[src/rtl/scc_pkg.sv]
package scc_pkg;

  localparam int MAX_VERTICES = 16;
  localparam int VW = $clog2(MAX_VERTICES);
  localparam int CW = $clog2(MAX_VERTICES + 1);

  typedef enum logic [1:0] {
    OP_ADD     = 2'd0,
    OP_COMPUTE = 2'd1,
    OP_CLEAR   = 2'd2,
    OP_NONE    = 2'd3
  } opcode_t;

  // controller to datapath
  typedef struct packed {
    logic add_edge;
    logic clear;
    logic init;
    logic v_skip;
    logic start_v;
    logic k_init;
    logic k_take;
    logic step;
    logic fwd;
    logic load_out;
  } scc_cmd_t;

  // datapath to controller
  typedef struct packed {
    logic v_done;
    logic v_seen;
    logic k_zero;
    logic s_ok;
    logic depth_zero;
  } scc_sts_t;

endpackage

[src/rtl/scc_datapath.sv]
module scc_datapath
  import scc_pkg::*;
(
  input  logic          clk,
  input  logic          rst_n,
  input  logic          cfg_we,
  input  logic [4:0]    cfg_data,
  input  logic [3:0]    src_vertex,
  input  logic [3:0]    dest_vertex,
  input  scc_cmd_t      cmd,
  output scc_sts_t      sts,
  output logic [4:0]    total
);

  logic [MAX_VERTICES-1:0] adj_r [MAX_VERTICES];
  logic [MAX_VERTICES-1:0] visited_r;
  logic [VW-1:0]           stack_r [MAX_VERTICES];
  logic [VW-1:0]           fin_r   [MAX_VERTICES];
  logic [CW-1:0]           depth_r;
  logic [CW-1:0]           fin_cnt_r;
  logic [CW-1:0]           comp_cnt_r;
  logic [CW-1:0]           v_r;
  logic [CW-1:0]           k_r;
  logic [4:0]              vcount_r;
  logic [4:0]              total_r;

  logic [CW-1:0]           n;
  logic [MAX_VERTICES-1:0] nmask;
  logic [VW-1:0]           top_idx;
  logic [VW-1:0]           u;
  logic [MAX_VERTICES-1:0] col;
  logic [MAX_VERTICES-1:0] cand;
  logic                    found;
  logic [VW-1:0]           pick;
  logic [VW-1:0]           s;
  logic [VW-1:0]           push_v;
  logic                    push;

  // vertices in use, clamped to the matrix size
  assign n = (vcount_r > 5'(MAX_VERTICES)) ? CW'(MAX_VERTICES) : CW'(vcount_r);

  always_comb begin
    for (int j = 0; j < MAX_VERTICES; j++) begin
      nmask[j] = (CW'(j) < n);
      col[j]   = adj_r[j][u];
    end
  end

  assign top_idx = VW'(depth_r - CW'(1));
  assign u       = stack_r[top_idx];
  assign cand    = (cmd.fwd ? adj_r[u] : col) & ~visited_r & nmask;
  assign found   = |cand;

  // lowest unvisited neighbor
  always_comb begin
    pick = '0;
    for (int j = MAX_VERTICES - 1; j >= 0; j--) begin
      if (cand[j]) pick = VW'(j);
    end
  end

  assign s = fin_r[VW'(k_r - CW'(1))];

  assign sts.v_done     = (v_r >= n);
  assign sts.v_seen     = visited_r[VW'(v_r)];
  assign sts.k_zero     = (k_r == '0);
  assign sts.s_ok       = (CW'(s) < n) && !visited_r[s];
  assign sts.depth_zero = (depth_r == '0);

  assign push   = cmd.start_v || (cmd.k_take && sts.s_ok) || (cmd.step && found);
  assign push_v = cmd.start_v ? VW'(v_r) : (cmd.k_take ? s : pick);

  // control registers
  always_ff @(posedge clk) begin
    if (!rst_n) begin
      vcount_r   <= 5'(MAX_VERTICES);
      visited_r  <= '0;
      depth_r    <= '0;
      fin_cnt_r  <= '0;
      comp_cnt_r <= '0;
      v_r        <= '0;
      k_r        <= '0;
    end else begin
      if (cfg_we) vcount_r <= cfg_data;
      if (cmd.init) begin
        visited_r  <= '0;
        depth_r    <= '0;
        fin_cnt_r  <= '0;
        comp_cnt_r <= '0;
        v_r        <= '0;
      end
      if (cmd.v_skip || cmd.start_v) v_r <= v_r + CW'(1);
      if (cmd.k_init) begin
        visited_r <= '0;
        k_r       <= fin_cnt_r;
      end
      if (cmd.k_take) begin
        k_r <= k_r - CW'(1);
        if (sts.s_ok) comp_cnt_r <= comp_cnt_r + CW'(1);
      end
      if (push) begin
        visited_r[push_v] <= 1'b1;
        depth_r           <= depth_r + CW'(1);
      end else if (cmd.step) begin
        depth_r <= depth_r - CW'(1);
        if (cmd.fwd) fin_cnt_r <= fin_cnt_r + CW'(1);
      end
    end
  end

  // adjacency matrix, cleared by reset and by the clear request
  always_ff @(posedge clk) begin
    if (!rst_n || cmd.clear) begin
      for (int i = 0; i < MAX_VERTICES; i++) adj_r[i] <= '0;
    end else if (cmd.add_edge) begin
      adj_r[src_vertex][dest_vertex] <= 1'b1;
    end
  end

  // scratch stores and result
  always_ff @(posedge clk) begin
    if (push) stack_r[VW'(depth_r)] <= push_v;
    if (cmd.step && !found && cmd.fwd) fin_r[VW'(fin_cnt_r)] <= u;
    if (cmd.load_out) total_r <= 5'(comp_cnt_r);
  end

  assign total = total_r;

endmodule

[src/rtl/scc_ctrl.sv]
module scc_ctrl
  import scc_pkg::*;
(
  input  logic     clk,
  input  logic     rst_n,
  input  logic     in_valid,
  output logic     in_ready,
  input  logic [1:0] in_opcode,
  output logic     out_valid,
  input  logic     out_ready,
  input  scc_sts_t sts,
  output scc_cmd_t cmd
);

  typedef enum logic [2:0] {
    S_IDLE, S_FSEL, S_FWALK, S_TSEL, S_TWALK, S_DONE
  } state_t;

  state_t state_r, state_nxt;
  logic   out_valid_r, out_valid_nxt;
  logic   accept;
  logic   out_free;

  assign in_ready  = (state_r == S_IDLE);
  assign accept    = in_valid && in_ready;
  assign out_free  = !out_valid_r || out_ready;
  assign out_valid = out_valid_r;

  always_comb begin
    cmd           = '0;
    state_nxt     = state_r;
    out_valid_nxt = out_valid_r && !out_ready;
    unique case (state_r)
      S_IDLE: begin
        if (accept) begin
          unique case (opcode_t'(in_opcode))
            OP_ADD:     cmd.add_edge = 1'b1;
            OP_CLEAR:   cmd.clear = 1'b1;
            OP_COMPUTE: begin
              cmd.init  = 1'b1;
              state_nxt = S_FSEL;
            end
            default: ;
          endcase
        end
      end
      S_FSEL: begin
        if (sts.v_done) begin
          cmd.k_init = 1'b1;
          state_nxt  = S_TSEL;
        end else if (sts.v_seen) begin
          cmd.v_skip = 1'b1;
        end else begin
          cmd.start_v = 1'b1;
          state_nxt   = S_FWALK;
        end
      end
      S_FWALK: begin
        cmd.fwd = 1'b1;
        if (sts.depth_zero) state_nxt = S_FSEL;
        else cmd.step = 1'b1;
      end
      S_TSEL: begin
        if (sts.k_zero) begin
          state_nxt = S_DONE;
        end else begin
          cmd.k_take = 1'b1;
          if (sts.s_ok) state_nxt = S_TWALK;
        end
      end
      S_TWALK: begin
        if (sts.depth_zero) state_nxt = S_TSEL;
        else cmd.step = 1'b1;
      end
      S_DONE: begin
        if (out_free) begin
          cmd.load_out  = 1'b1;
          out_valid_nxt = 1'b1;
          state_nxt     = S_IDLE;
        end
      end
      default: state_nxt = S_IDLE;
    endcase
  end

  always_ff @(posedge clk) begin
    if (!rst_n) begin
      state_r     <= S_IDLE;
      out_valid_r <= 1'b0;
    end else begin
      state_r     <= state_nxt;
      out_valid_r <= out_valid_nxt;
    end
  end

endmodule

[src/rtl/strongly_connected_component_count_top.sv]
// Strongly connected component counter over a directed graph of up to
// 16 vertices, held as an adjacency bit matrix.
// Request channel (in_valid/in_ready): in_opcode selects add edge
// (src -> dest), compute, or clear all edges. Add and clear give no
// result; unused opcode 3 is dropped.
// Compute runs a forward depth-first pass recording finish order, then a
// pass over the transposed matrix in decreasing finish order, one stack
// push or pop per cycle. Each pass tries every vertex in use as a start
// and pushes and pops each once. in_ready stays low meanwhile.
// Result channel (out_valid/out_ready): one component_total per compute,
// held in an output register; the next request is taken while a result
// waits. A finished compute holds in its last state until that register
// frees; a stalled receiver stalls the next compute and later requests.
// Config (cfg_valid/cfg_ready, always ready): vertex_count, write only
// while idle. Reset (rst_n, synchronous, active low) empties the matrix,
// drops any pending result and sets vertex_count to 16.
module strongly_connected_component_count_top
  import scc_pkg::*;
(
  input  logic       clk,
  input  logic       rst_n,
  input  logic       cfg_valid,
  output logic       cfg_ready,
  input  logic [4:0] cfg_vertex_count,
  input  logic       in_valid,
  output logic       in_ready,
  input  logic [1:0] in_opcode,
  input  logic [3:0] in_src_vertex,
  input  logic [3:0] in_dest_vertex,
  output logic       out_valid,
  input  logic       out_ready,
  output logic [4:0] out_component_total
);

  scc_cmd_t cmd;
  scc_sts_t sts;

  assign cfg_ready = 1'b1;

  scc_ctrl u_ctrl (
    .clk       (clk),
    .rst_n     (rst_n),
    .in_valid  (in_valid),
    .in_ready  (in_ready),
    .in_opcode (in_opcode),
    .out_valid (out_valid),
    .out_ready (out_ready),
    .sts       (sts),
    .cmd       (cmd)
  );

  scc_datapath u_dp (
    .clk         (clk),
    .rst_n       (rst_n),
    .cfg_we      (cfg_valid && cfg_ready),
    .cfg_data    (cfg_vertex_count),
    .src_vertex  (in_src_vertex),
    .dest_vertex (in_dest_vertex),
    .cmd         (cmd),
    .sts         (sts),
    .total       (out_component_total)
  );

  // a compute request closes the request channel while it runs
  a_busy_after_compute: assert property (@(posedge clk) disable iff (!rst_n)
    in_valid && in_ready && in_opcode == OP_COMPUTE |=> !in_ready)
    else $error("request taken during compute");

  // a component count never exceeds the vertex limit
  a_total_range: assert property (@(posedge clk) disable iff (!rst_n)
    out_valid |-> out_component_total <= 5'(MAX_VERTICES))
    else $error("component count out of range");

  // a new result appears only as a compute finishes
  a_result_source: assert property (@(posedge clk) disable iff (!rst_n)
    $rose(out_valid) |-> in_ready)
    else $error("result raised while busy");

endmodule
[config.mk]
export PLATFORM = sky130hd
export DESIGN_NAME = strongly_connected_component_count_top
export DESIGN_NICKNAME = d
export VERILOG_FILES = /design/src/rtl/scc_pkg.sv /design/src/rtl/scc_datapath.sv /design/src/rtl/scc_ctrl.sv /design/src/rtl/strongly_connected_component_count_top.sv
export SDC_FILE = /design/constraint.sdc
export NUM_CORES = 1
export LEC_CHECK = 0
export BUFFER_PORTS_ARGS = -buffer_cell sky130_fd_sc_hd__buf_2
export CORE_ASPECT_RATIO = 1.75
export CORE_MARGIN = 10
export CORE_UTILIZATION = 40
export DETAILED_ROUTE_END_ITERATION = 7
export GPL_ROUTABILITY_DRIVEN = 0
export PLACE_DENSITY_LB_ADDON = 0.25
export RECOVER_POWER = 25
export SYNTH_ARGS = -nofsm -noshare
export SYNTH_HDL_FRONTEND = slang
export SYNTH_HIERARCHICAL = 1
export SYNTH_SLANG_ARGS = --single-unit
[constraint.sdc]
create_clock -name clk -period 15.2 [get_ports clk]
set_clock_uncertainty 0.2 [all_clocks]
set_input_delay 3.04 -clock clk [delete_from_list [all_inputs] [get_ports clk]]
set_output_delay 3.04 -clock clk [all_outputs]
set_load 0.05 [all_outputs]
==> results.sh <==
export IMPL_worstMarginPinSlew_ps=2790
export IMPL_areaGrowthSynthToFinish_pct=8.58
export IMPL_setup_viol=0
export IMPL_antenna_found_initial=0
export IMPL_cp_arrival_ps=11610
export IMPL_nNetsFinal=2309
export IMPL_status="finished with violations"
export IMPL_synth_cell_types=94
export IMPL_path_max_fanout=25
export IMPL_tns_ps=0
export IMPL_final_area_sq_um=24800
export IMPL_min_path_cells=2
export IMPL_top_level_ports=28
export IMPL_yosys_area_top_type="dfxtp_1"
export IMPL_cts_resized=0
export IMPL_synthAdderAreaFrac_pct=1.15
export IMPL_clk_transition_reported_paths_ps=70
export IMPL_grt_first_pass_wirelength_um=122000
export IMPL_syn_inst=2346
export IMPL_ys_warn_count=6
export IMPL_htreeDepth=2
export IMPL_grt_max_degree=116
export IMPL_dp_cells=2985
export IMPL_drc=0
export IMPL_vias=19400
export IMPL_first_pass_iters=8
export IMPL_p_sw_w=0.00309
export IMPL_viasPerCell=6.35
export IMPL_dieArea_sq_um=67500
export IMPL_worstSkewPairLatency_ps=580
export IMPL_synth_nets=2387
export IMPL_rows=115
export IMPL_fp_dieW_um=201
export IMPL_muxShareOfSynthArea_pct=15.0
export IMPL_synth_most_common_cell="nand2_1"
export IMPL_slew_violations=215
export IMPL_cellLeakagePower_nw=8.44
export IMPL_synth_edff_count=133
export IMPL_setup_slack_ps=3590
export IMPL_synthArstFlopShare_pct=0
export IMPL_start_util_pct=40.5
export IMPL_postRouteAntennaNets=0
export IMPL_intPower_w=0.00301
export IMPL_drt_iter0_drc=1841
export IMPL_rr_worst_depth=18
export IMPL_place_area_sq_um=23500
export IMPL_synth_seq_cells=439
export IMPL_ir_drop_uv=284
export IMPL_maxCapViolCount=7
export IMPL_ctsHoldBuffers=0
export IMPL_p_sw_share_pct=50.7
export IMPL_synth_top_family_by_area="simple AND/OR/NAND/NOR gates"
export IMPL_layout_cells_non_filler=3062
export IMPL_cts_tree="done"
export IMPL_synth_compound_area_share_pct=17.1
export IMPL_failed_checks="max-capacitance violations, max-slew violations"
export IMPL_critPathCaptureType="register"
export IMPL_p_total_w=0.00611
export IMPL_cts_sinks=439
export IMPL_cts_root_buf="clkbuf_16"
export IMPL_syn_area_per_cell_sq_um=9.74
export IMPL_period_share_pct=76.4
export IMPL_cp_start_kind="register"
export IMPL_synth_seq_area_share_pct=44.3
export IMPL_combPwrFrac_pct=56.8
export IMPL_synth_main_ff_cell="dfxtp_1"
export IMPL_synth_top_area_share_pct=26.8
export IMPL_hpwl_um=58000
export IMPL_layout_min_cycle_time_ps=11610
export IMPL_maxSlewHeadroom_pct=-85.8
export IMPL_netlist_area_sq_um=22800
export IMPL_hold_viol_final=0
export IMPL_cts_setup_buffers=0
export IMPL_worstSetupPathType="reg -> reg"
export IMPL_overflow=0
export IMPL_synthTopCellsByArea="dfxtp_1 (27%), edfxtp_1 (17%), mux2i_1 (8.4%)"
export IMPL_grt_pass1_vias=19000
export IMPL_clockBufferDepth=3
export IMPL_numCtsBuffers=41
export IMPL_drive_gt1_share_pct=10.0
export IMPL_fmax_mhz=86.1
export IMPL_die_y_um=336
export IMPL_routedWlPerCell_um=27.1
export IMPL_port_buffers=26
export IMPL_p_per_area_nw_per_um2=246
export IMPL_power_share_sequential_pct=25.6
export IMPL_pre_cts_ws_ps=6160
export IMPL_synth_xor_area_share_pct=0.422
export IMPL_yosys_area_share_simple_pct=17.9
export IMPL_cp_required_ps=15200
export IMPL_yosys_top_cells_count="nand2_1 (373), dfxtp_1 (306), mux2i_1 (191)"
export IMPL_wirelength_um=82800
export IMPL_power_share_clock_pct=17.6
export IMPL_nFillCells=5452
export IMPL_rsz0062_at_grt="no"
export IMPL_core_sq_um=56400
export IMPL_grt_use_total_pct=23.6
export IMPL_min_path_type="reg -> reg"
[cells by family after synthesis]
kind of cell	count (synthesis)
buf+inv	214
other cells	1
flops	439
simple gates	839
compound gates	545
fa+ha+maj	21
mux	276
xor+xnor	11
[routing by layer]
metal | part of all wire [%] | global-route usage, % | up-vias
met4 | 9.5 | 20.7 | 0
met1 | 35 | 24.4 | 9532
met2 | 49 | 41.2 | 901
met5 | 0 | 0 | -
met3 | 6.3 | 3.50 | 334
li1 | - | - | 8680
[sequential cells by signal, indices dropped and copies added, names as in the netlist, 5 cells and up]
signal,count
u_dp/total,5
u_dp/adj_r,256
u_dp/vcount_r,5
u_dp/k_r,5
u_dp/fin_cnt_r,5
u_dp/depth_r,5
u_dp/visited_r,16
u_dp/v_r,5
u_dp/comp_cnt_r,5
u_dp/stack_r,64
u_dp/fin_r,64
[through the flow]
step	hold WS [ps]	utilization, %
after floorplan	225	-
after global placement	232	41.6
after detailed placement	244	41.6
after CTS	260	44.1
after global routing	286	44.0
final	261	44.0
[cell usage in the layout (no fill, tap or decap), types with 7 or more instances in the layout]
cell       synthesis  routed
ha_1              21      21
nor3_1            34      32
nor2b_1           12      12
and4_1             9       9
and3_1            21      21
buf_2             42      18
a21oi_1           52      52
a311oi_1          36      36
nor3b_1           44      43
dfxtp_1          306     306
a21o_1             8       8
nor2_1            99      95
mux2i_1          191     190
clkbuf_16          0      43
mux4_2            48      48
a32o_1            12      12
nand2b_1          19      19
nor4_1            50      50
nand4_1            9       9
nand2_1          373     373
o22ai_1           23      22
mux2_2            34      32
nand3b_1           8       8
a32oi_1           12      12
a22o_1           128     128
a211oi_1          15      15
o21ai_0          170     170
buf_4             15      28
inv_1             25      26
clkbuf_1         115      26
clkinv_2           0       7
a31oi_1           10      10
edfxtp_1         133     133
nand3_1          117     117
[worst paths after layout]
check,start,to,slack (ps)
worst min-delay path,u_dp/adj_r[12][9],u_dp/adj_r[12][9],260
worst min register to register,u_dp/adj_r[12][9],u_dp/adj_r[12][9],260
worst max-delay path,u_dp/depth_r[0],u_dp/fin_r[0][2],3590
worst max register to register,u_dp/depth_r[0],u_dp/fin_r[0][2],3590
[power groups by stage]
stage / registers [W] / clock network [W] / logic (W)
global placement: 0.00158 / 0 / 0.00334
detailed placement: 0.00158 / 0 / 0.00337
finish: 0.00156 / 0.00108 / 0.00347
floorplan: 0.00154 / 0 / 0.00236
global route: 0.00157 / 0.00114 / 0.00359
CTS: 0.00156 / 0.00109 / 0.00337
[cell type report]
cell class              count  area, sq um  share of cell area [%]
multi-input cells        1693        11900                    47.9
clock inverters            18          198                   0.797
inverters                  29          116                   0.469
flip-flops and latches    439        10100                    40.8
diodes                      2         5.00                  0.0202
repair buffers             64          368                    1.48
well taps                 760          951                    3.83
clock buffers              57         1180                    4.76
[worst max-delay path, stage by stage, from the launching register on]
cell and delay [ps]:
dfxtp_1 310, clkbuf_1 1170, inv_1 460, ha_1 830, clkbuf_1 770, mux4_2 460
mux2_1 360, mux2i_2 160, clkbuf_1 1390, inv_1 960, nand2_1 840, a311oi_1 110
nor4_1 770, a211oi_1 240, nor2_1 160, nand4bb_1 480, nor2_1 660, nand3_1 370
nor3_1 510
No activity file was read; power rests on OpenSTA's default activity.
